--- src/deq_pkg.sv ---
// ----------------------------------------------------------------------------
// deq_pkg
// Operation codes and controller/datapath interface types for the deque core.
// ----------------------------------------------------------------------------
package deq_pkg;

    localparam logic [2:0] OP_PUSH_FRONT = 3'd0;
    localparam logic [2:0] OP_PUSH_BACK  = 3'd1;
    localparam logic [2:0] OP_POP_FRONT  = 3'd2;
    localparam logic [2:0] OP_POP_BACK   = 3'd3;
    localparam logic [2:0] OP_SEARCH     = 3'd4;

    typedef struct packed {
        logic load;
        logic apply;
        logic scan_init;
        logic scan_step;
        logic finish;
    } deq_cmd_t;

    typedef struct packed {
        logic is_search;
        logic match;
        logic issue_done;
    } deq_sts_t;

endpackage

--- src/deque_with_membership_search_core.sv ---
// ----------------------------------------------------------------------------
// deque_with_membership_search_core
// Bounded double-ended queue of 32-bit values with membership search.
// ----------------------------------------------------------------------------
// Usage:
//   Input beat: op/value taken on a rising edge with start high and busy low.
//   Ops: push front, push back, pop front, pop back, search; other codes
//   leave the queue unchanged. Every beat returns one result beat.
//   Result beat: found/overflow/count valid for one cycle while done is high;
//   the receiver cannot stall it, so it must sample on that edge.
//   Push/pop beats pass through the EXEC state and then done_reg; busy drops
//   in the same cycle that done rises, so the next beat can be taken then.
//   A search reads the ring buffer one entry per cycle through its single
//   read port, and ends early on a match.
//   Reset clears the pointers and the occupancy, not the count output or
//   the storage. Entries are only read once written; no clearing pass is needed.
// ----------------------------------------------------------------------------
module deque_with_membership_search_core
#(
    parameter int DEPTH = 16
)
(
    input  logic                       clk,
    input  logic                       rst_n,
    input  logic                       start,
    output logic                       busy,
    input  logic [2:0]                 op,
    input  logic signed [31:0]         value,
    output logic                       done,
    output logic                       found,
    output logic                       overflow,
    output logic [$clog2(DEPTH+1)-1:0] count
);
    import deq_pkg::*;

    deq_cmd_t cmd;
    deq_sts_t sts;

    deq_ctrl u_ctrl
    (
        .clk   (clk),
        .rst_n (rst_n),
        .start (start),
        .busy  (busy),
        .cmd   (cmd),
        .sts   (sts)
    );

    deq_dp #(
        .DEPTH (DEPTH)
    ) u_dp
    (
        .clk      (clk),
        .rst_n    (rst_n),
        .cmd      (cmd),
        .sts      (sts),
        .op       (op),
        .value    (value),
        .done     (done),
        .found    (found),
        .overflow (overflow),
        .count    (count)
    );

endmodule

--- src/deq_ctrl.sv ---
// ----------------------------------------------------------------------------
// deq_ctrl
// Sequencer: accepts a beat, runs the update or the entry-by-entry search.
// ----------------------------------------------------------------------------
module deq_ctrl
(
    input  logic              clk,
    input  logic              rst_n,
    input  logic              start,
    output logic              busy,
    output deq_pkg::deq_cmd_t cmd,
    input  deq_pkg::deq_sts_t sts
);
    import deq_pkg::*;

    typedef enum logic [2:0] {
        ST_IDLE = 3'b001,
        ST_EXEC = 3'b010,
        ST_SCAN = 3'b100
    } state_t;

    state_t state_reg;
    state_t state_next;

    always_ff @(posedge clk or negedge rst_n)
    begin
        if (!rst_n)
        begin
            state_reg <= ST_IDLE;
        end
        else
        begin
            state_reg <= state_next;
        end
    end

    always_comb
    begin
        state_next = state_reg;
        cmd        = '0;
        unique case (state_reg)
            ST_IDLE:
            begin
                if (start)
                begin
                    cmd.load   = 1'b1;
                    state_next = ST_EXEC;
                end
            end
            ST_EXEC:
            begin
                if (sts.is_search)
                begin
                    cmd.scan_init = 1'b1;
                    state_next    = ST_SCAN;
                end
                else
                begin
                    cmd.apply  = 1'b1;
                    state_next = ST_IDLE;
                end
            end
            ST_SCAN:
            begin
                if (sts.match || sts.issue_done)
                begin
                    cmd.finish = 1'b1;
                    state_next = ST_IDLE;
                end
                else
                begin
                    cmd.scan_step = 1'b1;
                end
            end
            default:
            begin
                state_next = ST_IDLE;
            end
        endcase
    end

    assign busy = (state_reg != ST_IDLE);

endmodule

--- src/deq_dp.sv ---
// ----------------------------------------------------------------------------
// deq_dp
// Ring buffer storage, front/occupancy pointers, search compare, result regs.
// ----------------------------------------------------------------------------
module deq_dp
#(
    parameter int DEPTH = 16
)
(
    input  logic                       clk,
    input  logic                       rst_n,
    input  deq_pkg::deq_cmd_t          cmd,
    output deq_pkg::deq_sts_t          sts,
    input  logic [2:0]                 op,
    input  logic signed [31:0]         value,
    output logic                       done,
    output logic                       found,
    output logic                       overflow,
    output logic [$clog2(DEPTH+1)-1:0] count
);
    import deq_pkg::*;

    localparam int AW = $clog2(DEPTH);
    localparam int CW = $clog2(DEPTH + 1);
    localparam logic [AW:0]   DEPTH_W = (AW + 1)'(DEPTH);
    localparam logic [AW-1:0] LAST_A  = AW'(DEPTH - 1);
    localparam logic [CW-1:0] FULL_C  = CW'(DEPTH);
    localparam logic [CW-1:0] ONE_C   = CW'(1);

    function automatic logic [AW-1:0] wrap_add(input logic [AW-1:0] base,
                                               input logic [CW-1:0] off);
        logic [AW:0] sum;
        sum = {1'b0, base} + (AW + 1)'(off);
        if (sum >= DEPTH_W)
        begin
            sum = sum - DEPTH_W;
        end
        return sum[AW-1:0];
    endfunction

    logic [31:0]   mem [DEPTH];

    logic [2:0]    op_reg;
    logic [31:0]   value_reg;
    logic [AW-1:0] front_reg;
    logic [AW-1:0] front_next;
    logic [CW-1:0] occ_reg;
    logic [CW-1:0] occ_next;
    logic [CW-1:0] idx_reg;
    logic [CW-1:0] idx_next;
    logic          rd_vld_reg;
    logic          rd_vld_next;
    logic [31:0]   rd_data_reg;
    logic          done_reg;
    logic          found_reg;
    logic          overflow_reg;
    logic          overflow_next;
    logic [CW-1:0] count_reg;

    logic          full;
    logic          empty;
    logic          wr_en;
    logic [AW-1:0] wr_addr;
    logic [AW-1:0] rd_addr;
    logic          issue;
    logic          match;

    assign full    = (occ_reg == FULL_C);
    assign empty   = (occ_reg == '0);
    assign rd_addr = wrap_add(front_reg, idx_reg);
    assign issue   = cmd.scan_step && (idx_reg != occ_reg);
    assign match   = rd_vld_reg && (rd_data_reg == value_reg);

    always_comb
    begin
        front_next    = front_reg;
        occ_next      = occ_reg;
        overflow_next = 1'b0;
        wr_en         = 1'b0;
        wr_addr       = front_reg;
        if (cmd.apply)
        begin
            unique case (op_reg)
                OP_PUSH_FRONT:
                begin
                    if (full)
                    begin
                        overflow_next = 1'b1;
                    end
                    else
                    begin
                        front_next = (front_reg == '0) ? LAST_A : front_reg - 1'b1;
                        wr_en      = 1'b1;
                        wr_addr    = front_next;
                        occ_next   = occ_reg + ONE_C;
                    end
                end
                OP_PUSH_BACK:
                begin
                    if (full)
                    begin
                        overflow_next = 1'b1;
                    end
                    else
                    begin
                        wr_en    = 1'b1;
                        wr_addr  = wrap_add(front_reg, occ_reg);
                        occ_next = occ_reg + ONE_C;
                    end
                end
                OP_POP_FRONT:
                begin
                    if (!empty)
                    begin
                        front_next = wrap_add(front_reg, ONE_C);
                        occ_next   = occ_reg - ONE_C;
                    end
                end
                OP_POP_BACK:
                begin
                    if (!empty)
                    begin
                        occ_next = occ_reg - ONE_C;
                    end
                end
                default:
                begin
                end
            endcase
        end
    end

    always_comb
    begin
        idx_next    = idx_reg;
        rd_vld_next = 1'b0;
        if (cmd.scan_init)
        begin
            idx_next = '0;
        end
        else if (issue)
        begin
            idx_next    = idx_reg + ONE_C;
            rd_vld_next = 1'b1;
        end
    end

    always_ff @(posedge clk)
    begin
        if (wr_en)
        begin
            mem[wr_addr] <= value_reg;
        end
        if (issue)
        begin
            rd_data_reg <= mem[rd_addr];
        end
    end

    always_ff @(posedge clk)
    begin
        if (cmd.load)
        begin
            op_reg    <= op;
            value_reg <= value;
        end
        if (cmd.apply)
        begin
            found_reg    <= 1'b0;
            overflow_reg <= overflow_next;
            count_reg    <= occ_next;
        end
        else if (cmd.finish)
        begin
            found_reg    <= match;
            overflow_reg <= 1'b0;
            count_reg    <= occ_reg;
        end
    end

    always_ff @(posedge clk or negedge rst_n)
    begin
        if (!rst_n)
        begin
            front_reg  <= '0;
            occ_reg    <= '0;
            idx_reg    <= '0;
            rd_vld_reg <= 1'b0;
            done_reg   <= 1'b0;
        end
        else
        begin
            front_reg  <= front_next;
            occ_reg    <= occ_next;
            idx_reg    <= idx_next;
            rd_vld_reg <= rd_vld_next;
            done_reg   <= cmd.apply || cmd.finish;
        end
    end

    assign sts.is_search  = (op_reg == OP_SEARCH);
    assign sts.match      = match;
    assign sts.issue_done = (idx_reg == occ_reg);

    assign done     = done_reg;
    assign found    = found_reg;
    assign overflow = overflow_reg;
    assign count    = count_reg;

    a_occ_bound: assert property (@(posedge clk) disable iff (!rst_n)
        occ_reg <= FULL_C)
        else $error("occupancy above depth");

    a_done_pulse: assert property (@(posedge clk) disable iff (!rst_n)
        done_reg |=> !done_reg)
        else $error("result beat held longer than one cycle");

    a_found_search: assert property (@(posedge clk) disable iff (!rst_n)
        (done_reg && found_reg) |-> (op_reg == OP_SEARCH))
        else $error("found set on a non-search beat");

    a_ovf_full: assert property (@(posedge clk) disable iff (!rst_n)
        (done_reg && overflow_reg) |-> (count_reg == FULL_C))
        else $error("overflow reported while not full");

endmodule
--- config.mk ---
export PLATFORM = sky130hd
export DESIGN_NAME = deque_with_membership_search_core
export DESIGN_NICKNAME = d
export VERILOG_FILES = /design/src/deq_pkg.sv /design/src/deque_with_membership_search_core.sv /design/src/deq_ctrl.sv /design/src/deq_dp.sv
export SDC_FILE = /design/constraint.sdc
export NUM_CORES = 1
export LEC_CHECK = 0
export ABC_AREA = 0
export BUFFER_PORTS_ARGS = -buffer_cell sky130_fd_sc_hd__buf_2
export CORE_MARGIN = 3
export CORE_UTILIZATION = 40
export DETAILED_ROUTE_END_ITERATION = 10
export PLACE_DENSITY = 0.66
export SYNTH_ARGS = -nofsm -noshare
export SYNTH_HDL_FRONTEND = slang
export SYNTH_HIERARCHICAL = 1
export SYNTH_SLANG_ARGS = --single-unit
--- constraint.sdc ---
create_clock -name clk -period 5 [get_ports clk]
set_clock_uncertainty 0.1 [all_clocks]
set_input_delay 1 -clock clk [delete_from_list [all_inputs] [get_ports clk]]
set_output_delay 1 -clock clk [all_outputs]
set_load 0.005 [all_outputs]
-- After elaboration in Yosys (flattened, before gate mapping)
Memories as Yosys holds them, arrays and structs flattened. A register that Yosys moved wholly into a read port is not among the register bits.
Index checks and enable logic that the tools add are counted.
- register bits after elaboration: 61
- bits in writable memories: 512
- input port bits: 38
- output and inout bits: 9
- memories: 1
- memory list (memory ; words ; width ; rd ports ; clocked after Yosys merged registers in ; wr ports ; line ; text):
    u_dp.mem ; 16 ; 32 ; 1 ; 1 ; 1 ; deq_dp.sv:41 ; logic [31:0] mem [DEPTH];
- $add $sub $neg: 10
- $lt $le $gt $ge: 3
- equality and inequality tests: 15
- multiplexer cells: 41
- reduce and logical (&&, ||, !) cells: 14
- operators with widths (operator ; number):
    $mux 5 ; 7
    $eq 32x32->1 ; 1
    $mux 4 ; 8
    $mux 1 ; 17
    $pmux 4 s2 ; 2
    $sub 4x1->4 const B ; 4
    $ge 5x5->1 const B ; 3
    $add 4x5->5 ; 2
    $add 5x1->5 const B ; 2
    $pmux 5 s2 ; 1
    $eq 3x2->1 const B ; 3
    $mux 3 ; 3
    $pmux 3 s3 ; 1
    $eq 3x1->1 const B ; 2
    $eq 3x3->1 const B ; 2
    $reduce_bool 2->1 ; 3
    $add 4x1->5 const B ; 1
    $eq 5x5->1 ; 1
    $eq 5x5->1 const B ; 1
    $logic_not 5->1 ; 1
    $ne 5x5->1 ; 1
    $sub 5x1->5 const B ; 1
    $logic_not 4->1 ; 1
    $mux 2 ; 2
    other kinds (9) ; 13

-- Depth between registers and ports, before layout
- word-level depth: 8
- depth in mapped cells: 11
- mapped depth without buffers: 8

-- Modules after synthesis
Netlist, hierarchy kept.
- modules (own cells, without submodules) (module ; times used ; cells each ; area an instance (um^2) ; sequential area each (um^2)):
    deq_dp ; 1 ; 1171 ; 23597.6 ; 17987.3
    deq_ctrl ; 1 ; 18 ; 197.7 ; 76.3

-- Least setup slack after synthesis
No wires, ideal clock.
- path kind: flip-flop to flip-flop
- start point: reg u_dp.op_reg[1]
- end point: mem u_dp.mem[5][0] (enable)
- library setup time: 461 ps
- arrival: 4697 ps
- required time: 4439 ps
- setup slack: -258 ps
- cell stages (with the launch flop): 10
- path buffers: 3
- period minus slack after synthesis: 5258 ps
- cell sequence: edfxtp_1 -> clkbuf_1 -> inv_1 -> and3_1 -> nor4b_1 -> or3b_1 -> clkbuf_1 -> or3_1 -> clkbuf_1 -> nor3_1
- RTL lines (item ; line ; text):
    start: declaration ; deq_dp.sv:43 ; logic [2:0] op_reg;
    start signal: assignment ; deq_dp.sv:164 ; op_reg <= op;
    end: declaration ; deq_dp.sv:41 ;

==> run_results.csv <==
group,metric,value,unit
outcome,status,"complete, no violations",
die,design.core.area,0.0582,sq mm
layout,antenna_cells,0,
layout,multiInputGateArea,0.00557,sq mm
routing,first_iter_violations,940,
logic_synthesis,yosys_warnings,6,
global_route,grt_overflow,0,
routing,via_per_inst,5.57,
cts,cts_buffer_depth,3,
logic_synthesis,synth_top_area_frac,0.738,
worst_setup_path,critical_path.max_fanout,32,
placement,io_buffers,46,
cts,cts_tree,"built",
timing,tightestPinTransition,0.927,ns
die,die_y,250,microns
worst_setup_path,crit_chain,"inv_1 > and3_1 > nor4b_1 > buf_4 > or3b_1 > nor3_1 > o21ai_0 > and3_1 > nor3_4 > buf_4",
logic_synthesis,ys_seq_area_frac,0.759,
logic_synthesis,ys_seq_elements,605,
worst_setup_path,crit_buf_inv,3,
layout,fin_cells,2089,
logic_synthesis,synth_ff_type,"edfxtp_1",
layout,largest_register_ffs,512,
timing,final.setup.tns,0,ns
timing,maxSlewHeadroom,0.382,
worst_setup_path,worst_path_largest_cell_delay,0.59,ns
worst_setup_path,start_kind,"flop",
global_route,grt_pass1_wl,76200,microns
logic_synthesis,netlist_instances,1189,
worst_setup_path,end_kind,"flop",
layout,area_delta_synth_final,13.8,%
cts,cts_resized,0,
pwr,power_density,490,mW/mm^2
routing,drc,0,
cts,cts_root_buffer,"clkbuf_16",
timing,fmax,0.251,GHz
routing,vias,11635,
global_route,antenna_found_initial,0,
logic_synthesis,yosys.area.top_type,"edfxtp_1",
timing,slew_violations,0,
cts,clk_pin_slew,0.06,ns
timing,hold_ws,0.232,ns
pwr,p_total,0.0133,W
placement,hpwl,26800,microns
timing,setup_violations,0,
timing,grt_setup_unrepaired,"no",
logic_synthesis,ys_async_sr_fraction,0.0314,
global_route,grt_max_degree,65,
routing,dr.pass1.iters,5,
timing,final-hold-violation-count,0,
cts,clk_latency,0.62,ns
die,start_util,0.409,
global_route,grt_usage,0.160,
timing,layout_min_cycle_time,3.98,ns
die,die_w,250,microns
timing,period_share,0.796,
die,die_area,0.0625,sq mm
timing,worst_slack,1.02,ns
die,core.rowCount,88,
placement,pre_cts_slack,1.05,ns
pwr,power.leakage,8.66,nW
logic_synthesis,synth_fp_nets,1240,
placement,gp_congestion,0.780,
routing,drt_wl_total,49700,microns
logic_synthesis,ys_types,60,
layout,nNetsFinal,1329,
logic_synthesis,synthTopCellsByCount,"edfxtp_1 (585), mux4_2 (128), nand2_1 (74)",
placement,dp.cells,1982,
logic_synthesis,synth_edf_count,585,
cts,clock_sinks,605,
logic_synthesis,yosys.cell_count.top_type,"edfxtp_1",
pwr,worst_ir_drop_vdd,0.328,mV
cts,numCtsBuffers,59,
logic_synthesis,synthTopCellsByArea,"edfxtp_1 (74%), mux4_2 (12%), dfrtp_1 (1.9%)",
worst_setup_path,critPathRequiredTime,5.14,ns
cts,cts_hold_buf,0,
min_path,hp-class,"in2async",
worst_setup_path,cp_slowest_cell,"edfxtp_1",
cts,htree_levels,2,
worst_setup_path,critical_path.top_delay_family,"simple AND/OR/NAND/NOR gates",
global_route,grt_pass1_vias,12242,
cts,cts_setup_buffers,0,
layout,regArea,0.0181,sq mm
logic_synthesis,syn_avg_cell_area,20.0,sq um
logic_synthesis,synth_area,0.0238,sq mm
routing,avgRoutedWirePerCell,23.8,microns
layout,nFillCells,4804,
routing,drtAntennaViolNets,0,
layout,drive_gt1_frac,0.250,
worst_setup_path,crit_arrival,4.12,ns
die,ioPinCount,47,
flow_run,cap_violations,0,
worst_setup_path,path_class,"reg2reg",
-- worst register-to-register path, delay by kind of cell (launching register included) --
| family | cells | cell delay [ns] |
|---|---|---|
| buffers and inverters | 3 | 0.89 |
| and+or+nand+nor | 6 | 1.87 |
| DFF | 1 | 0.59 |
| AOI/OAI and AO/OA | 1 | 0.16 |
-- placed cells by master, fill, tap and decap left out, types with 4 or more instances in the layout --
master	Yosys	layout
buf_4	11	39
a31oi_1	33	33
edfxtp_1	585	585
o21ai_1	9	9
inv_1	11	11
xor2_1	12	11
buf_2	13	46
mux4_2	128	128
nand4_1	7	7
xnor2_1	37	35
and3_1	7	7
nand3_1	11	11
bufinv_16	0	5
o21ai_0	5	5
nor3_1	19	11
clkinv_1	0	15
ha_1	11	10
and2_1	32	32
nand2_1	74	74
clkbuf_16	0	59
clkbuf_1	29	7
a211oi_1	34	34
dfrtp_1	18	18
nor2_1	19	19
nor3_4	0	12
o211ai_1	4	4
nor3_2	8	4
clkinv_2	0	14
a21oi_1	12	12
-- area by class of cell --
cell class / count / area share
repair buffers: 88 / 0.0215
inverters: 11 / 0.00152
well taps: 765 / 0.0353
flip-flops and latches: 605 / 0.667
multi-input cells: 513 / 0.206
clock inverters: 41 / 0.0136
clock buffers: 66 / 0.0555
-- layer usage --
metal	share of wire	wire, microns	vias up	global-route usage
met4	0.026	1300	0	0.0501
met3	0.060	2990	84	0.0312
met5	0	0	-	0
met2	0.48	23900	371	0.254
li1	-	-	5054	-
met1	0.43	21500	6126	0.224
-- report_power, final --
group / internal [W] / switching [W] / total, W
clock: 0.00242 / 0.00188 / 0.00431
combinational: 0.00142 / 0.00162 / 0.00305
sequential: 0.00575 / 0.000173 / 0.00593
total: 0.00960 / 0.00368 / 0.0133
-- through the flow --
stage | util | area (sq um)
floorplan | - | 23800
global placement | 0.433 | 25200
detailed placement | 0.433 | 25200
CTS | 0.465 | 27100
global route | 0.465 | 27100
finish | 0.465 | 27100
-- path summary, 6_finish.rpt --
kind	start	endpoint	slack, ns	depth (start not counted)
worst min-delay path	rst_n	u_dp/idx_reg[2]$_DFFE_PN0P_	0.23	1
worst min register to register	u_dp/found$_SDFFE_PP0P_	u_dp/found$_SDFFE_PP0P_	0.40	2
worst max-delay path	u_dp/op_reg[0]$_DFFE_PP_	u_dp/mem[15][14]$_DFFE_PP_	1.02	10
min in group clk	u_dp/found$_SDFFE_PP0P_	u_dp/found$_SDFFE_PP0P_	0.40	2
max in group asynchronous	rst_n	u_ctrl/state_reg[0]$_DFFE_PN1P_	4.22	1
worst max register to register	u_dp/op_reg[0]$_DFFE_PP_	u_dp/mem[15][14]$_DFFE_PP_	1.02	10
-- logic make-up (layout without fill, tap and decap cells) --
kind of cell / count (synthesis) / after routing / share of synthesized area
fa+ha+maj: 13 / 13 / 0.00747
mux: 131 / 131 / 0.122
flops: 605 / 605 / 0.759
compound gates: 116 / 116 / 0.0332
buf+inv: 71 / 206 / 0.0139
simple gates: 204 / 204 / 0.0458
xor+xnor: 49 / 49 / 0.0180
(Power assumes the default switching activity.)
